`src/hdl/dts_pkg.sv`:
```
package dts_pkg;

    // Commands
    localparam logic [2:0] CMD_ADVANCE      = 3'd0;
    localparam logic [2:0] CMD_ARM_ONCE     = 3'd1;
    localparam logic [2:0] CMD_ARM_PERIODIC = 3'd2;
    localparam logic [2:0] CMD_BLOCK        = 3'd3;
    localparam logic [2:0] CMD_UNBLOCK      = 3'd4;
    localparam logic [2:0] CMD_RUN          = 3'd5;

    // Result kinds
    localparam logic [1:0] KIND_RUN     = 2'd0;
    localparam logic [1:0] KIND_SKIPPED = 2'd1;
    localparam logic [1:0] KIND_PARKED  = 2'd2;
    localparam logic [1:0] KIND_SLEEP   = 2'd3;

    // Slot places
    localparam logic [1:0] PLACE_IDLE   = 2'd0;
    localparam logic [1:0] PLACE_QUEUED = 2'd1;
    localparam logic [1:0] PLACE_PARKED = 2'd2;

    // Flag bit positions
    localparam int FLAG_PERIODIC = 0;
    localparam int FLAG_BLOCKED  = 1;
    localparam int FLAG_ENONLY   = 2;

    // Configuration register indexes
    localparam int         CFG_IDX_W          = 2;
    localparam logic [1:0] CFG_DEVICE_ENABLED = 2'd0;
    localparam logic [1:0] CFG_IDLE_WAIT      = 2'd1;

    localparam logic [31:0] IDLE_WAIT_RESET = 32'd1000;
    localparam logic [7:0]  ORDER_FULL      = 8'hFF;

    typedef struct packed {
        logic [31:0] deadline;
        logic [31:0] interval;
        logic [7:0]  order;
    } slot_rec_t;

    typedef struct packed {
        logic deadline;
        logic interval;
        logic order;
    } mem_wen_t;

    typedef struct packed {
        logic [1:0]  kind;
        logic [3:0]  slot;
        logic [31:0] sleep_ms;
        logic        last;
    } result_t;

endpackage

```
`src/hdl/dts_slot_mem.sv`:
```
module dts_slot_mem
    import dts_pkg::*;
#(
    parameter int DEPTH = 16,
    parameter int AW    = 4
)
(
    input  logic          clk,
    input  logic          rd_en,
    input  logic [AW-1:0] rd_addr,
    output slot_rec_t     rd_data,
    input  logic [AW-1:0] wr_addr,
    input  mem_wen_t      wen,
    input  slot_rec_t     wr_data
);

    slot_rec_t mem [DEPTH];

    // Per-field write enables
    always_ff @(posedge clk)
    begin
        if (wen.deadline)
        begin
            mem[wr_addr].deadline <= wr_data.deadline;
        end
        if (wen.interval)
        begin
            mem[wr_addr].interval <= wr_data.interval;
        end
        if (wen.order)
        begin
            mem[wr_addr].order <= wr_data.order;
        end
    end

    always_ff @(posedge clk)
    begin
        if (rd_en)
        begin
            rd_data <= mem[rd_addr];
        end
    end

endmodule

```
`src/hdl/dts_out_reg.sv`:
```
module dts_out_reg
    import dts_pkg::*;
(
    input  logic    clk,
    input  logic    rst_n,
    input  logic    load,
    input  result_t din,
    input  logic    ready,
    output logic    valid,
    output logic    can_load,
    output result_t dout
);

    logic valid_reg;

    assign can_load = !valid_reg || ready;
    assign valid    = valid_reg;

    always_ff @(posedge clk or negedge rst_n)
    begin
        if (!rst_n)
        begin
            valid_reg <= 1'b0;
        end
        else if (load)
        begin
            valid_reg <= 1'b1;
        end
        else if (ready)
        begin
            valid_reg <= 1'b0;
        end
    end

    always_ff @(posedge clk)
    begin
        if (load)
        begin
            dout <= din;
        end
    end

endmodule

```
`src/hdl/deadline_task_scheduler.sv`:
```
// Deadline scheduler over TASK_SLOTS task slots with a 32-bit ms clock.
// Input channel (in_valid/in_ready): one command per transaction; cmd,
// task_id, amount and enabled_only. Only a run command gives results.
// Output channel (out_valid/out_ready): one dispatch per transaction in
// deadline order, then a sleep report with last set. An output register
// holds the pending transaction, so the sequencer loads the next result as
// soon as the current one is taken.
// Config channel (cfg_valid/cfg_ready, always ready): index 0 device
// enabled, index 1 idle wait; write only while idle.
// Advance, block and unblock are handled in idle; an arm passes through the
// order-number state S_GIVE before it returns to idle. A run sweeps the slot
// memory one entry a cycle through its single read port: unpark sweeps, a due
// sweep, dispatch sweeps and a sleep sweep. Handing out an order number when
// the counter is full first renumbers live slots.
// Reset: all slots idle, time zero, registers at their reset values; the
// slot memory needs no clearing. A stalled receiver holds the sequencer at
// its next result; no command is taken until the run completes.
module deadline_task_scheduler
    import dts_pkg::*;
#(
    parameter int TASK_SLOTS = 16
)
(
    input  logic                 clk,
    input  logic                 rst_n,
    input  logic                 in_valid,
    output logic                 in_ready,
    input  logic [2:0]           cmd,
    input  logic [3:0]           task_id,
    input  logic [31:0]          amount,
    input  logic                 enabled_only,
    output logic                 out_valid,
    input  logic                 out_ready,
    output logic [1:0]           kind,
    output logic [3:0]           slot,
    output logic [31:0]          sleep_ms,
    output logic                 last,
    input  logic                 cfg_valid,
    output logic                 cfg_ready,
    input  logic [CFG_IDX_W-1:0] cfg_index,
    input  logic [31:0]          cfg_data
);

    localparam int IDX_W = $clog2(TASK_SLOTS);
    localparam int CNT_W = $clog2(TASK_SLOTS + 1);
    localparam logic [CNT_W-1:0] N_CNT = CNT_W'(TASK_SLOTS);

    // Sequencer states
    localparam logic [3:0] S_IDLE     = 4'd0;
    localparam logic [3:0] S_GIVE     = 4'd1;
    localparam logic [3:0] S_RN_SCAN  = 4'd2;
    localparam logic [3:0] S_RN_WRITE = 4'd3;
    localparam logic [3:0] S_UP_SCAN  = 4'd4;
    localparam logic [3:0] S_UP_WRITE = 4'd5;
    localparam logic [3:0] S_DUE_SCAN = 4'd6;
    localparam logic [3:0] S_DS_SCAN  = 4'd7;
    localparam logic [3:0] S_DS_EMIT  = 4'd8;
    localparam logic [3:0] S_SL_SCAN  = 4'd9;
    localparam logic [3:0] S_SL_EMIT  = 4'd10;

    // Control state
    logic [3:0]            state_reg, state_next;
    logic [3:0]            ret_reg, ret_next;
    logic [31:0]           time_reg, time_next;
    logic [7:0]            ord_cnt_reg, ord_cnt_next;
    logic [CNT_W-1:0]      rn_cnt_reg, rn_cnt_next;
    logic [CNT_W-1:0]      sc_reg, sc_next;
    logic                  chk_v_reg, chk_v_next;
    logic                  bv_reg, bv_next;
    logic                  dev_en_reg;
    logic [31:0]           idle_wait_reg;
    logic [1:0]            place_reg [TASK_SLOTS];
    logic [1:0]            place_next [TASK_SLOTS];
    logic [2:0]            flags_reg [TASK_SLOTS];
    logic [2:0]            flags_next [TASK_SLOTS];
    logic [TASK_SLOTS-1:0] due_reg, due_next;
    logic [TASK_SLOTS-1:0] done_reg, done_next;

    // Datapath registers
    logic [IDX_W-1:0]      tgt_reg, tgt_next;
    logic [IDX_W-1:0]      chk_idx_reg, chk_idx_next;
    logic [IDX_W-1:0]      best_idx_reg, best_idx_next;
    logic [31:0]           best_dl_reg, best_dl_next;
    logic [31:0]           best_iv_reg, best_iv_next;
    logic [7:0]            best_ord_reg, best_ord_next;

    // Memory and output stage connections
    logic                  mem_rd_en;
    logic [IDX_W-1:0]      mem_rd_addr;
    slot_rec_t             mem_rd_data;
    logic [IDX_W-1:0]      mem_wr_addr;
    mem_wen_t              mem_wen;
    slot_rec_t             mem_wdata;
    logic                  out_load;
    logic                  out_can_load;
    result_t               out_din;
    result_t               out_q;

    logic [IDX_W-1:0]      pf_idx;
    logic [1:0]            pf_place;
    logic [2:0]            pf_flags;
    logic [IDX_W-1:0]      tid;
    logic                  in_range;
    logic                  is_scan;
    logic                  scan_done;
    logic                  cand;
    logic                  better;
    logic [1:0]            disp_kind;

    dts_slot_mem #(
        .DEPTH (TASK_SLOTS),
        .AW    (IDX_W)
    ) u_mem (
        .clk     (clk),
        .rd_en   (mem_rd_en),
        .rd_addr (mem_rd_addr),
        .rd_data (mem_rd_data),
        .wr_addr (mem_wr_addr),
        .wen     (mem_wen),
        .wr_data (mem_wdata)
    );

    dts_out_reg u_out (
        .clk      (clk),
        .rst_n    (rst_n),
        .load     (out_load),
        .din      (out_din),
        .ready    (out_ready),
        .valid    (out_valid),
        .can_load (out_can_load),
        .dout     (out_q)
    );

    assign kind     = out_q.kind;
    assign slot     = out_q.slot;
    assign sleep_ms = out_q.sleep_ms;
    assign last     = out_q.last;

    assign in_ready  = (state_reg == S_IDLE);
    assign cfg_ready = 1'b1;

    assign tid      = IDX_W'(task_id);
    assign in_range = (32'(task_id) < TASK_SLOTS);
    assign is_scan  = state_reg inside {S_RN_SCAN, S_UP_SCAN, S_DUE_SCAN, S_DS_SCAN, S_SL_SCAN};
    assign scan_done = !(sc_reg < N_CNT) && !chk_v_reg;

    // One read index into the slot place and flag arrays
    always_comb
    begin
        case (state_reg)
            S_IDLE:    pf_idx = tid;
            S_DS_EMIT: pf_idx = best_idx_reg;
            default:   pf_idx = chk_idx_reg;
        endcase
    end

    assign pf_place = place_reg[pf_idx];
    assign pf_flags = flags_reg[pf_idx];

    // Candidate qualification and ranking for the current sweep
    always_comb
    begin
        case (state_reg)
            S_RN_SCAN:
            begin
                cand   = (pf_place != PLACE_IDLE) && !done_reg[chk_idx_reg];
                better = !bv_reg || (mem_rd_data.order < best_ord_reg);
            end
            S_UP_SCAN:
            begin
                cand   = (pf_place == PLACE_PARKED) && !pf_flags[FLAG_BLOCKED];
                better = !bv_reg || (mem_rd_data.order < best_ord_reg);
            end
            S_DS_SCAN:
            begin
                cand   = due_reg[chk_idx_reg];
                better = !bv_reg || (mem_rd_data.deadline < best_dl_reg) ||
                         ((mem_rd_data.deadline == best_dl_reg) &&
                          (mem_rd_data.order < best_ord_reg));
            end
            S_SL_SCAN:
            begin
                cand   = (pf_place == PLACE_QUEUED);
                better = !bv_reg || (mem_rd_data.deadline < best_dl_reg);
            end
            default:
            begin
                cand   = 1'b0;
                better = 1'b0;
            end
        endcase
    end

    // Blocked wins, then the enabled-only gate
    always_comb
    begin
        if (pf_flags[FLAG_BLOCKED])
        begin
            disp_kind = KIND_PARKED;
        end
        else if (dev_en_reg || !pf_flags[FLAG_ENONLY])
        begin
            disp_kind = KIND_RUN;
        end
        else
        begin
            disp_kind = KIND_SKIPPED;
        end
    end

    always_comb
    begin
        logic scan_start;

        scan_start    = 1'b0;
        state_next    = state_reg;
        ret_next      = ret_reg;
        time_next     = time_reg;
        ord_cnt_next  = ord_cnt_reg;
        rn_cnt_next   = rn_cnt_reg;
        sc_next       = sc_reg;
        chk_v_next    = chk_v_reg;
        chk_idx_next  = chk_idx_reg;
        bv_next       = bv_reg;
        place_next    = place_reg;
        flags_next    = flags_reg;
        due_next      = due_reg;
        done_next     = done_reg;
        tgt_next      = tgt_reg;
        best_idx_next = best_idx_reg;
        best_dl_next  = best_dl_reg;
        best_iv_next  = best_iv_reg;
        best_ord_next = best_ord_reg;

        mem_rd_en   = 1'b0;
        mem_rd_addr = sc_reg[IDX_W-1:0];
        mem_wr_addr = tgt_reg;
        mem_wen     = '0;
        mem_wdata   = '{deadline: time_reg, interval: amount, order: ord_cnt_reg};
        out_load    = 1'b0;
        out_din     = '{kind: KIND_RUN, slot: 4'd0, sleep_ms: 32'd0, last: 1'b0};

        // Sweep: issue one read a cycle, judge the entry in the cycle after
        if (is_scan)
        begin
            if (sc_reg < N_CNT)
            begin
                mem_rd_en    = 1'b1;
                chk_v_next   = 1'b1;
                chk_idx_next = sc_reg[IDX_W-1:0];
                sc_next      = sc_reg + 1'b1;
            end
            else
            begin
                chk_v_next = 1'b0;
            end
            if (chk_v_reg && cand && better)
            begin
                bv_next       = 1'b1;
                best_idx_next = chk_idx_reg;
                best_dl_next  = mem_rd_data.deadline;
                best_iv_next  = mem_rd_data.interval;
                best_ord_next = mem_rd_data.order;
            end
            if (chk_v_reg && (state_reg == S_DUE_SCAN))
            begin
                due_next[chk_idx_reg] = (pf_place == PLACE_QUEUED) &&
                                        !(time_reg < mem_rd_data.deadline);
            end
        end

        case (state_reg)
            S_IDLE:
            begin
                if (in_valid)
                begin
                    case (cmd)
                        CMD_ADVANCE:
                        begin
                            time_next = time_reg + amount;
                        end
                        CMD_ARM_ONCE, CMD_ARM_PERIODIC:
                        begin
                            if (in_range)
                            begin
                                flags_next[tid] = '0;
                                flags_next[tid][FLAG_BLOCKED]  = pf_flags[FLAG_BLOCKED];
                                flags_next[tid][FLAG_PERIODIC] = (cmd == CMD_ARM_PERIODIC);
                                flags_next[tid][FLAG_ENONLY]   = enabled_only;
                                place_next[tid]  = PLACE_QUEUED;
                                mem_wr_addr      = tid;
                                mem_wen.deadline = 1'b1;
                                if (cmd == CMD_ARM_PERIODIC)
                                begin
                                    mem_wen.interval = 1'b1;
                                end
                                else
                                begin
                                    mem_wdata.deadline = time_reg + amount;
                                end
                                tgt_next   = tid;
                                ret_next   = S_IDLE;
                                state_next = S_GIVE;
                            end
                        end
                        CMD_BLOCK:
                        begin
                            if (in_range && pf_flags[FLAG_PERIODIC])
                            begin
                                flags_next[tid][FLAG_BLOCKED] = 1'b1;
                            end
                        end
                        CMD_UNBLOCK:
                        begin
                            if (in_range)
                            begin
                                flags_next[tid][FLAG_BLOCKED] = 1'b0;
                            end
                        end
                        CMD_RUN:
                        begin
                            state_next = S_UP_SCAN;
                            scan_start = 1'b1;
                        end
                        default:
                        begin
                        end
                    endcase
                end
            end
            S_GIVE:
            begin
                // Renumber live slots before the counter would overflow
                if (ord_cnt_reg == ORDER_FULL)
                begin
                    done_next   = '0;
                    rn_cnt_next = '0;
                    state_next  = S_RN_SCAN;
                end
                else
                begin
                    mem_wr_addr     = tgt_reg;
                    mem_wen.order   = 1'b1;
                    mem_wdata.order = ord_cnt_reg;
                    ord_cnt_next    = ord_cnt_reg + 8'd1;
                    state_next      = ret_reg;
                end
                scan_start = 1'b1;
            end
            S_RN_SCAN:
            begin
                if (scan_done)
                begin
                    if (bv_reg)
                    begin
                        state_next = S_RN_WRITE;
                    end
                    else
                    begin
                        ord_cnt_next = 8'(rn_cnt_reg);
                        state_next   = S_GIVE;
                    end
                end
            end
            S_RN_WRITE:
            begin
                mem_wr_addr             = best_idx_reg;
                mem_wen.order           = 1'b1;
                mem_wdata.order         = 8'(rn_cnt_reg);
                done_next[best_idx_reg] = 1'b1;
                rn_cnt_next             = rn_cnt_reg + 1'b1;
                state_next              = S_RN_SCAN;
                scan_start              = 1'b1;
            end
            S_UP_SCAN:
            begin
                if (scan_done)
                begin
                    if (bv_reg)
                    begin
                        state_next = S_UP_WRITE;
                    end
                    else
                    begin
                        state_next = S_DUE_SCAN;
                        scan_start = 1'b1;
                    end
                end
            end
            S_UP_WRITE:
            begin
                mem_wr_addr              = best_idx_reg;
                mem_wen.deadline         = 1'b1;
                place_next[best_idx_reg] = PLACE_QUEUED;
                tgt_next                 = best_idx_reg;
                ret_next                 = S_UP_SCAN;
                state_next               = S_GIVE;
            end
            S_DUE_SCAN:
            begin
                if (scan_done)
                begin
                    state_next = S_DS_SCAN;
                    scan_start = 1'b1;
                end
            end
            S_DS_SCAN:
            begin
                if (scan_done)
                begin
                    if (bv_reg)
                    begin
                        state_next = S_DS_EMIT;
                    end
                    else
                    begin
                        state_next = S_SL_SCAN;
                        scan_start = 1'b1;
                    end
                end
            end
            S_DS_EMIT:
            begin
                if (out_can_load)
                begin
                    out_load               = 1'b1;
                    out_din.kind           = disp_kind;
                    out_din.slot           = 4'(best_idx_reg);
                    due_next[best_idx_reg] = 1'b0;
                    if (pf_flags[FLAG_PERIODIC])
                    begin
                        mem_wr_addr      = best_idx_reg;
                        mem_wen.deadline = 1'b1;
                        if (pf_flags[FLAG_BLOCKED])
                        begin
                            mem_wdata.deadline       = 32'd0;
                            place_next[best_idx_reg] = PLACE_PARKED;
                        end
                        else
                        begin
                            mem_wdata.deadline = time_reg + best_iv_reg;
                        end
                        tgt_next   = best_idx_reg;
                        ret_next   = S_DS_SCAN;
                        state_next = S_GIVE;
                    end
                    else
                    begin
                        place_next[best_idx_reg] = PLACE_IDLE;
                        flags_next[best_idx_reg] = '0;
                        state_next               = S_DS_SCAN;
                        scan_start               = 1'b1;
                    end
                end
            end
            S_SL_SCAN:
            begin
                if (scan_done)
                begin
                    state_next = S_SL_EMIT;
                end
            end
            S_SL_EMIT:
            begin
                if (out_can_load)
                begin
                    out_load     = 1'b1;
                    out_din.kind = KIND_SLEEP;
                    out_din.last = 1'b1;
                    if (!bv_reg)
                    begin
                        out_din.sleep_ms = idle_wait_reg;
                    end
                    else if (best_dl_reg <= time_reg)
                    begin
                        out_din.sleep_ms = 32'd0;
                    end
                    else
                    begin
                        out_din.sleep_ms = best_dl_reg - time_reg;
                    end
                    state_next = S_IDLE;
                end
            end
            default:
            begin
                state_next = S_IDLE;
            end
        endcase

        // Restart the sweep machinery on entry to a sweep
        if (scan_start)
        begin
            sc_next    = '0;
            chk_v_next = 1'b0;
            bv_next    = 1'b0;
        end
    end

    always_ff @(posedge clk or negedge rst_n)
    begin
        if (!rst_n)
        begin
            state_reg     <= S_IDLE;
            ret_reg       <= S_IDLE;
            time_reg      <= 32'd0;
            ord_cnt_reg   <= 8'd0;
            rn_cnt_reg    <= '0;
            sc_reg        <= '0;
            chk_v_reg     <= 1'b0;
            bv_reg        <= 1'b0;
            due_reg       <= '0;
            done_reg      <= '0;
            dev_en_reg    <= 1'b1;
            idle_wait_reg <= IDLE_WAIT_RESET;
            for (int i = 0; i < TASK_SLOTS; i++)
            begin
                place_reg[i] <= PLACE_IDLE;
                flags_reg[i] <= 3'd0;
            end
        end
        else
        begin
            state_reg   <= state_next;
            ret_reg     <= ret_next;
            time_reg    <= time_next;
            ord_cnt_reg <= ord_cnt_next;
            rn_cnt_reg  <= rn_cnt_next;
            sc_reg      <= sc_next;
            chk_v_reg   <= chk_v_next;
            bv_reg      <= bv_next;
            due_reg     <= due_next;
            done_reg    <= done_next;
            place_reg   <= place_next;
            flags_reg   <= flags_next;
            if (cfg_valid)
            begin
                case (cfg_index)
                    CFG_DEVICE_ENABLED: dev_en_reg    <= cfg_data[0];
                    CFG_IDLE_WAIT:      idle_wait_reg <= cfg_data;
                    default:
                    begin
                    end
                endcase
            end
        end
    end

    always_ff @(posedge clk)
    begin
        tgt_reg      <= tgt_next;
        chk_idx_reg  <= chk_idx_next;
        best_idx_reg <= best_idx_next;
        best_dl_reg  <= best_dl_next;
        best_iv_reg  <= best_iv_next;
        best_ord_reg <= best_ord_next;
    end

endmodule

```
`config.mk`:
```
export PLATFORM = sky130hd
export DESIGN_NAME = deadline_task_scheduler
export DESIGN_NICKNAME = d
export VERILOG_FILES = /design/src/hdl/dts_pkg.sv /design/src/hdl/dts_slot_mem.sv /design/src/hdl/dts_out_reg.sv /design/src/hdl/deadline_task_scheduler.sv
export SDC_FILE = /design/constraint.sdc
export NUM_CORES = 2
export LEC_CHECK = 0
export BUFFER_PORTS_ARGS = -buffer_cell sky130_fd_sc_hd__buf_2
export CAP_MARGIN = 20
export CORE_UTILIZATION = 30
export CTS_CLUSTER_SIZE = 40
export DETAILED_ROUTE_END_ITERATION = 16
export HOLD_SLACK_MARGIN = 0.02
export PLACE_DENSITY_LB_ADDON = 0.12
export SYNTH_ARGS = -nofsm -noshare
export SYNTH_HDL_FRONTEND = slang
export SYNTH_HIERARCHICAL = 1
export SYNTH_SLANG_ARGS = --single-unit
export TNS_END_PERCENT = 5
```
`constraint.sdc`:
```
create_clock -name clk -period 9.15 [get_ports clk]
set_input_delay 0 -clock clk [delete_from_list [all_inputs] [get_ports clk]]
set_output_delay 0 -clock clk [all_outputs]
set_load 0.02 [all_outputs]
```
==> flow_summary_export.csv <==
group,metric,value,unit
run_status,status,"finished, violations left",
run_status,violations,"DRC",
cts,cts_buffer_depth,3,
drt,ant_nets,0,
placement,place.detailed.hpwl,145000,um
worst_setup_path,crit_chain,"or3_1 -> a222oi_1 -> buf_4 -> mux2i_1 -> mux2i_1 -> o22ai_1 -> nor3_2 -> nand2_1 -> nand2_1 -> a21oi_1 -> a21oi_1 -> buf_4 -> nor2b_1 -> nand2_1 -> nor2_4 -> buf_4",
worst_setup_path,critPathMaxFanout,34,
die,die_x,478,um
cts,h-tree-depth,4,
timing,report.final.hold_viol_count,0,
worst_setup_path,slowest_delay,0.96,ns
layout,fin_nets,4968,
timing,finalSetupViolCount,0,
cts,clk_pin_slew_worst_paths,0.06,ns
synthesis,avgSynthCellArea,15.6,um^2
synthesis,synth_edf_count,1347,
power_and_ir_drop,power_leakage,27.7,nW
placement,numPlacedInstances,7384,
layout,final_layout_size_suffix_gt1_frac,0.197,
drt,drt-vias-per-instance,5.18,
layout,regMostFlops,"u_mem/mem",
worst_hold_path,min-delay-start,"out_ready",
power_and_ir_drop,powerDensity,331,mW/mm^2
layout,top_regs,"u_mem/mem: 1152 flops, u_mem/rd_data: 72 flops, u_out/dout: 39 flops",
timing,max_slew_margin,0.280,
worst_hold_path,min_path_type,"in -> reg",
global_route,overflow,0,
drt,wl,219000,um
synthesis,syn_inst,4372,
worst_setup_path,slowest_stage,"nor2_4",
worst_setup_path,cp.arrival,7.99,ns
synthesis,yosysTopAreaCell,"edfxtp_1",
global_route,antenna_found_initial,12,
worst_setup_path,crit_start,"state_reg[1]",
timing,finalClockSkew,0.0893,ns
cts,worst_skew_pair.late_latency,0.86,ns
die,io_pins,121,
drt,wl_per_cell,27.8,um
synthesis,synthTopCellsByCount,"edfxtp_1 (1,347), nand2_1 (301), mux4_2 (299)",
die,die_area,0.229,mm^2
synthesis,seq_area_frac_synth,0.670,
drt,first_iter_violations,3538,
worst_setup_path,worstPathRequired,9.70,ns
synthesis,ys_warn_count,6,
worst_setup_path,r2r-start,"state_reg[1]",
synthesis,synth.most_common_cell,"edfxtp_1",
die,initial_core_util,0.302,
timing,final.setup.tns,0,ns
global_route,grt_start_max_net_pins,102,
synthesis,synthFlopType,"edfxtp_1",
worst_setup_path,end_kind,"register",
drt,drc_errors,20,
worst_setup_path,crit_buf_inv,3,
cts,post_cts_hold_buffer_count,144,
synthesis,netlist_top_cells_area,"edfxtp_1 (59%), mux4_2 (9.9%), dfrtp_1 (7.2%)",
synthesis,syn_area,0.0681,mm^2
global_route,grt_pass1_vias,41500,
cts,cts.sinks,1551,
layout,area_delta_synth_final,17.9,%
flow_run,cap_violations,0,
die,rows,174,
synthesis,synth_top_area_share,0.594,
timing,finalCritPeriodShare,0.813,
synthesis,synth.distinct_cells,86,
cts,cts_tree,"yes",
layout,largest_reg_flops,1152,
layout,fin_cells,7872,
cts,cts-root-buf,"clkbuf_16",
timing,fin_crit,7.44,ns
power_and_ir_drop,peakVddDrop,0.210,mV
timing,slew_viol_final,0,
timing,max_freq,134,MHz
cts,post-cts-setup-buffers,0,
worst_setup_path,cpLargestDelayFamily,"simple AND/OR/NAND/NOR gates",
worst_setup_path,critPathKind,"reg -> reg",
global_route,groute.usage.overall,0.190,
synthesis,async_flop_share,0.132,
placement,io_buffer_count,119,
die,die_y,478,um
cts,numCtsBuffers,177,
synthesis,synth_fp_nets,4621,
drt,first_pass_iters,13,
timing,rsz0062_at_grt,"no",
global_route,grt_pass1_wl,315000,um
cts,cts_resized,0,
synthesis,synth-seq-cells,1551,
die,coreArea,0.225,mm^2
placement,gp_congestion,0.868,
worst_setup_path,start_kind,"register",
drt,vias,40806,
timing,worst_pin_slew,1.08,ns
[power by group]
group          internal (W)  switching (W)
Sequential          0.00916       0.000748
Clock               0.00417        0.00306
Combinational       0.00329        0.00613
[final timing paths]
check / to / cells past startpoint / slack [ns]
hold / removal: u_out/valid / 4 / 0.13
max in group asynchronous: idle_wait_reg[15] / 4 / 7.87
setup / recovery: u_mem/mem[6][31] / 16 / 1.71
setup reg to reg: u_mem/mem[6][31] / 16 / 1.71
hold reg to reg: best_iv_reg[3] / 0 / 0.42
min in group asynchronous: idle_wait_reg[6] / 3 / 0.32
[cells in the final DEF (no fill, tap or decap), types with 15 or more instances in the layout]
cell type and n:
nand4_1 30, a31oi_1 29, o21bai_1 15, clkbuf_8 20, mux2i_1 48, buf_2 118, clkinv_1 17, dfrtp_1 195
a22oi_1 209, a22o_1 33, nor2_1 217, o22ai_1 38, edfxtp_1 1347, mux2_2 57, nor2_4 34, nand2_1 299
o21a_1 17, buf_4 116, nand3_1 66, clkbuf_16 178, xor2_1 34, and3_1 20, o221ai_1 19, mux4_2 299
clkbuf_1 49, nor3_1 36, ha_1 167, a21oi_1 206, clkinv_2 26, dlygate4sd3_1 143, nand2b_1 34, a21o_1 66
nor2b_1 32, o21ai_0 180, inv_1 141, xnor2_1 51
[per-layer routing]
| layer | routed length, um | vias to the layer above | GRT usage |
|---|---|---|---|
| li1 | - | 18001 | - |
| met1 | 100000 | 21521 | 0.265 |
| met2 | 106000 | 1021 | 0.313 |
| met3 | 8800 | 261 | 0.0267 |
| met4 | 4250 | 2 | 0.0437 |
| met5 | 13 | - | 0 |
[cell type report]
cell class	instances	area [um^2]
repair buffers	389	3090
multi-input cells	2458	21300
clock inverters	84	1080
fillers	21442	145000
clock buffers	247	4910
inverters	142	533
flip-flops and latches	1551	45600
well taps	2992	3740
diodes	9	22.5
[worst reg2reg max path: stages (launching register included)]
cell      delay, ns
dfrtp_1        0.70
or3_1          0.79
a222oi_1       0.47
buf_4          0.52
mux2i_1        0.18
mux2i_1        0.20
o22ai_1        0.14
nor3_2         0.54
nand2_1        0.37
nand2_1        0.13
a21oi_1        0.07
a21oi_1        0.14
buf_4          0.17
nor2b_1        0.79
nand2_1        0.65
nor2_4         0.97
buf_4          0.30
[kinds of logic after synthesis]
logic type | synth area share
and+or+nand+nor | 0.0566
adders and majority gates | 0.0316
AOI/OAI and AO/OA | 0.0919
other | 0.0000551
muxes | 0.115
DFF | 0.670
buffers and inverters | 0.0240
xor gates and xnor gates | 0.0109
[per-stage QoR]
| stage | worst slack, ns | hold slack (ns) | instance area (um^2) | total power, W | utilization |
|---|---|---|---|---|---|
| floorplan | 1.71 | -0.296 | 68100 | 0.0156 | - |
| global placement | 2.02 | 0.134 | 72700 | 0.0195 | 0.323 |
| detailed placement | 1.88 | 0.129 | 72700 | 0.0195 | 0.323 |
| CTS | 1.86 | 0.0436 | 80200 | 0.0269 | 0.356 |
| global route | 1.56 | 0.0948 | 80200 | 0.0279 | 0.356 |
| finish | 1.71 | 0.128 | 80200 | 0.0266 | 0.356 |
Power figures use the tool's default switching activity.
